## src/rtl/idq_pkg.sv

```systemverilog
package idq_pkg;

  // Storage geometry. The ring arithmetic relies on DEPTH being a power of two.
  localparam int DEPTH   = 1024;
  localparam int PTR_W   = $clog2(DEPTH);
  localparam int CNT_W   = PTR_W + 1;
  localparam int VALUE_W = 64;
  localparam int OP_W    = 3;
  localparam int ST_W    = 2;
  localparam int POS_W   = 10;

  // Packed stream widths, rounded up to whole bytes.
  localparam int IN_BITS  = OP_W + VALUE_W + POS_W;
  localparam int OUT_BITS = VALUE_W + ST_W + CNT_W;
  localparam int IN_W     = ((IN_BITS + 7) / 8) * 8;
  localparam int OUT_W    = ((OUT_BITS + 7) / 8) * 8;

  // APB register map: one 64-bit register at byte address 0.
  localparam int ADDR_W  = 4;
  localparam int CFG_W   = 64;

  // Operation codes.
  localparam logic [OP_W-1:0] OP_PUSH_BACK  = 3'd0;
  localparam logic [OP_W-1:0] OP_POP_BACK   = 3'd1;
  localparam logic [OP_W-1:0] OP_PUSH_FRONT = 3'd2;
  localparam logic [OP_W-1:0] OP_POP_FRONT  = 3'd3;
  localparam logic [OP_W-1:0] OP_READ       = 3'd4;
  localparam logic [OP_W-1:0] OP_WRITE      = 3'd5;
  localparam logic [OP_W-1:0] OP_CLEAR      = 3'd6;

  // Result status codes.
  localparam logic [ST_W-1:0] ST_OK    = 2'd0;
  localparam logic [ST_W-1:0] ST_EMPTY = 2'd1;
  localparam logic [ST_W-1:0] ST_FULL  = 2'd2;

  // Commands from the controller to the datapath.
  typedef struct packed {
    logic load_in;
    logic exec;
    logic load_out;
  } idq_cmd_t;

  // Status from the datapath to the controller.
  typedef struct packed {
    logic out_busy;
  } idq_stat_t;

endpackage

```

## src/rtl/idq_controller.sv

```systemverilog
module idq_controller (
  input  logic               clk,
  input  logic               rst,
  input  logic               s_tvalid,
  output logic               s_tready,
  input  idq_pkg::idq_stat_t stat,
  output idq_pkg::idq_cmd_t  cmd
);
  import idq_pkg::*;

  localparam logic [1:0] S_IDLE = 2'd0;
  localparam logic [1:0] S_EXEC = 2'd1;
  localparam logic [1:0] S_DONE = 2'd2;

  logic [1:0] state, state_next;

  // Next state and command decode.
  always_comb begin
    state_next   = state;
    s_tready     = 1'b0;
    cmd.load_in  = 1'b0;
    cmd.exec     = 1'b0;
    cmd.load_out = 1'b0;
    case (state)
      S_IDLE: begin
        s_tready    = 1'b1;
        cmd.load_in = s_tvalid;
        if (s_tvalid) begin
          state_next = S_EXEC;
        end
      end
      S_EXEC: begin
        cmd.exec   = 1'b1;
        state_next = S_DONE;
      end
      S_DONE: begin
        // Wait here until the output register can take the result.
        if (!stat.out_busy) begin
          cmd.load_out = 1'b1;
          state_next   = S_IDLE;
        end
      end
      default: begin
        state_next = S_IDLE;
      end
    endcase
  end

  always_ff @(posedge clk) begin
    if (rst) begin
      state <= S_IDLE;
    end else begin
      state <= state_next;
    end
  end

endmodule

```

## config.mk

```make
export PLATFORM = sky130hd
export DESIGN_NAME = idq_controller
export DESIGN_NICKNAME = d
export VERILOG_FILES = /design/src/rtl/idq_pkg.sv /design/src/rtl/idq_controller.sv
export SDC_FILE = /design/constraint.sdc
export NUM_CORES = 1
export LEC_CHECK = 0
export ABC_AREA = 0
export BUFFER_PORTS_ARGS = -buffer_cell sky130_fd_sc_hd__buf_2
export CORE_AREA = 4 4 41 43
export CTS_CLUSTER_DIAMETER = 80
export CTS_CLUSTER_SIZE = 30
export DETAILED_ROUTE_END_ITERATION = 12
export DIE_AREA = 0 0 45 47
export SYNTH_ARGS = -nofsm -noshare
export SYNTH_HDL_FRONTEND = slang
export SYNTH_SLANG_ARGS = --single-unit
```

## constraint.sdc

```tcl
create_clock -name clk -period 1.1 [get_ports clk]
set_input_delay 0.165 -clock clk [delete_from_list [all_inputs] [get_ports clk]]
set_output_delay 0.165 -clock clk [all_outputs]
set_load 0.1 [all_outputs]
```

Word level (Yosys, flattened, before mapping)
Index checks and enable logic that the tools add are counted.
- output and inout port bits: 4
- bits of input ports: 4
- word-level logic and storage cells: 15
- bits in registers: 2
- equal/unequal tests: 4
- muxes and demuxes: 8
- reductions and logical operators: 2
- operators with widths (kind ; number):
    $pmux 2 s3 ; 1
    $mux 1 ; 5
    $mux 2 ; 2
    $ne 2x2->1 const B ; 2
    $eq 2x1->1 const B ; 1
    $eq 2x2->1 const B ; 1
    $logic_not 2->1 ; 1
    $reduce_and 2->1 ; 1

Depth between registers and ports, before layout
- word-level depth: 3
- depth in mapped cells: 2
- depth with buffers taken out: 2

Worst setup path before layout
No wires, ideal clock.
- kind: register to output
- start point: register state[1]
- end point: output port cmd[0] (netlist bit)
- data required time: 0.935 ns
- cell stages (with the launch flop): 2
- buffers on the path: 0
- setup slack: -1.662 ns
- arrival time: 2.597 ns
- cells stage by stage: dfxtp_1 -> nor3b_1
- RTL lines (element ; RTL line ; RTL):
    from (decl) ; idq_controller.sv:15 ; logic [1:0] state, state_next;
    from (signal assigned) ; idq_controller.sv:53 ; state <= state_next;
    to (decl) ; idq_controller.sv:7 ; output idq_pkg::idq_cmd_t cmd

==> impl_metrics.json <==
{
  "nets": 27,
  "setup.worst_path.class": "flip-flop to output pin",
  "grt_pass1_wl_um": 586,
  "synth_area_leader_cell": "dfxtp_1",
  "cts_tree": "built",
  "grt_pass1_vias": 142,
  "io_buffers": 7,
  "core_area_um2": 1300,
  "largest_reg_flops": 2,
  "netlist_instances": 10,
  "yosysSeqAreaShare_pct": 42.1,
  "relSlewSlack_pct": 85.8,
  "pre_cts_ws_ns": 0.0846,
  "rsz0062_at_grt": "true",
  "p_leak_uw": 0.000107,
  "hold_slack_ns": 0.104,
  "drv_cap": 0,
  "setup-violations-final": 4,
  "synth_cell_types": 9,
  "use_met1_pct": 4.51,
  "cp_slowest_cell": "dfxtp_4",
  "die_area_um2": 2120,
  "hp-class": "primary input to flip-flop",
  "status": "finished, violations left",
  "syn_area_um2": 95.1,
  "synth_top_area_share_pct": 42.1,
  "layout-drive-gt1-share_pct": 90.5,
  "antenna_found_initial": 0,
  "placementRows": 13,
  "syn_area_per_cell_um2": 9.51,
  "critPathArrivalTime_ns": 1.03,
  "post-route-util_pct": 21.3,
  "start_util_pct": 7.31,
  "routabilityCongestion": 0.541,
  "dpl.cell_count": 32,
  "violations": "negative setup slack",
  "maxSlewViolCount": 0,
  "switching_power_uw": 150,
  "die_x_um": 45,
  "drc": 0,
  "met2_usage_pct": 4.80,
  "worstPathRequired_ns": 0.94,
  "ys_warn_count": 0,
  "syn_nets": 14,
  "max_freq_mhz": 834,
  "grt-ovfl-total": 0,
  "worst_slew_pin_slew_ns": 0.213,
  "setup-tns-final_ns": -0.232,
  "clkSinkCount": 2,
  "fin_cells": 36,
  "max_stage_delay_ns": 0.35,
  "yosysMostFrequentCell": "dfxtp_1",
  "path_delay_family": "flip-flops",
  "area_growth_pct": 192,
  "dr.pass1.iters": 2,
  "num_io_pins": 8,
  "vdd_drop_max_mv": 0.274,
  "diodes": 0,
  "end_kind": "output pin",
  "finalCritPeriodShare_pct": 109,
  "drtAntennaViolNets": 0,
  "fin_ws_ns": -0.0988,
  "p_seq_share_pct": 21.2,
  "pwr-share-comb_pct": 39.4,
  "worstPathMaxFanout": 5,
  "finalHoldViolCount": 0,
  "clk_latency_ns": 0.22,
  "cts_inserted_buffers": 3,
  "largest-register": "state",
  "cts-root-buf": "clkbuf_4",
  "htreeDepth": 1,
  "totalWireLength_um": 285,
  "die_h_um": 47,
  "period_needed_ns": 1.20,
  "cts.clk_slew.worst_paths_ns": 0.03,
  "yosys-top-cells-area": "dfxtp_1, nor3b_2, and2b_2, nand3b_1, nor3b_1",
  "ys_ff_latch": 2,
  "grt_max_degree": 6,
  "synthFlopType": "dfxtp_1",
  "clockBufferDepth": 2,
  "clock-skew-final_ns": 0.000393,
  "cellPowerDensity_nw_per_um2": 1470,
  "synth_edf_count": 0,
  "routedWlPerCell_um": 7.92,
  "viasPerCell": 3.17,
  "crit_path_start_kind": "flip-flop",
  "dp_hpwl_um": 222,
  "synthArstFlopShare_pct": 0,
  "vias": 114,
  "fillers": 150,
  "crit_buf_inv": 1,
  "largestRegisters": "state (2)",
  "track_usage_pct": 4.81,
  "clockPowerShare_pct": 39.4,
  "top_usage_layer": "met4",
  "dr.first_iter.drc_count": 1,
  "worstPathCellList": "nor3b_4, buf_12",
  "met3_usage_pct": 3.45,
  "p_int_uw": 260,
  "switching_share_pct": 36.6
}
-- worst paths after layout --
| kind | startpoint | end | slack, ns | cells past startpoint |
|---|---|---|---|---|
| worst max-delay path | state[1] | cmd[2] | -0.1 | 2 |
| worst min-delay path | rst | state[1] | 0.10 | 2 |
| worst max register to register | state[1] | state[0] | 0.27 | 2 |
| worst min register to register | state[1] | state[1] | 0.53 | 2 |
-- placed cells by master, fill, tap and decap left out --
master and n:
buf_2 3, a21oi_1 1, buf_12 4, nor3b_4 2
clkinvlp_4 1, clkbuf_4 3, nand2b_4 1, nor2_2 1
buf_4 1, dfxtp_4 2, and2b_2 1, nand3b_1 1
-- final cells by class --
class / instances / area (um^2) / share of cell area (%)
inverter: 1 / 7.51 / 2.70
sequential: 2 / 47.5 / 17.1
multi-input combinational: 7 / 78.8 / 28.4
timing repair buffer: 8 / 103 / 36.9
tap: 15 / 18.8 / 6.76
clock buffer: 3 / 22.5 / 8.11
-- per-stage QoR --
stage,area (um^2),power (uW)
6_report,278,409
5_1_grt,278,445
4_1_cts,270,420
3_5_place_dp,235,245
3_3_place_gp,235,245
2_1_floorplan,121,187
-- power groups by stage --
stage / clock, uW / sequential, uW / combinational [uW]
after CTS: 174 / 87.0 / 159
after floorplan: 0 / 87.5 / 99.5
after global routing: 189 / 88.8 / 167
after global placement: 0 / 88.3 / 157
after detailed placement: 0 / 88.9 / 156
final: 161 / 86.7 / 161
-- what timing repair did --
| action | CTS | global route |
|---|---|---|
| resized for setup | 3 | 0 |
| buffers inserted | 0 | 1 |
| hold buffers | 0 | 0 |
| pin swaps | 1 | 0 |
| endpoints found under the setup margin | 4 | 4 |
-- layer usage --
metal | part of all wire [%] | vias up | wire [um]
met3 | 11 | 2 | 30
li1 | - | 56 | -
met5 | 0 | - | 0
met4 | 5.3 | 0 | 15
met1 | 46 | 47 | 130
met2 | 38 | 9 | 108
-- cell families after synthesis --
kind of cell,after synthesis,synth area share [%]
and+or+nand+nor,6,48.7
AOI/OAI and AO/OA,1,5.26
DFF,2,42.1
buffers and inverters,1,3.94
Power figures use the tool's default switching activity.
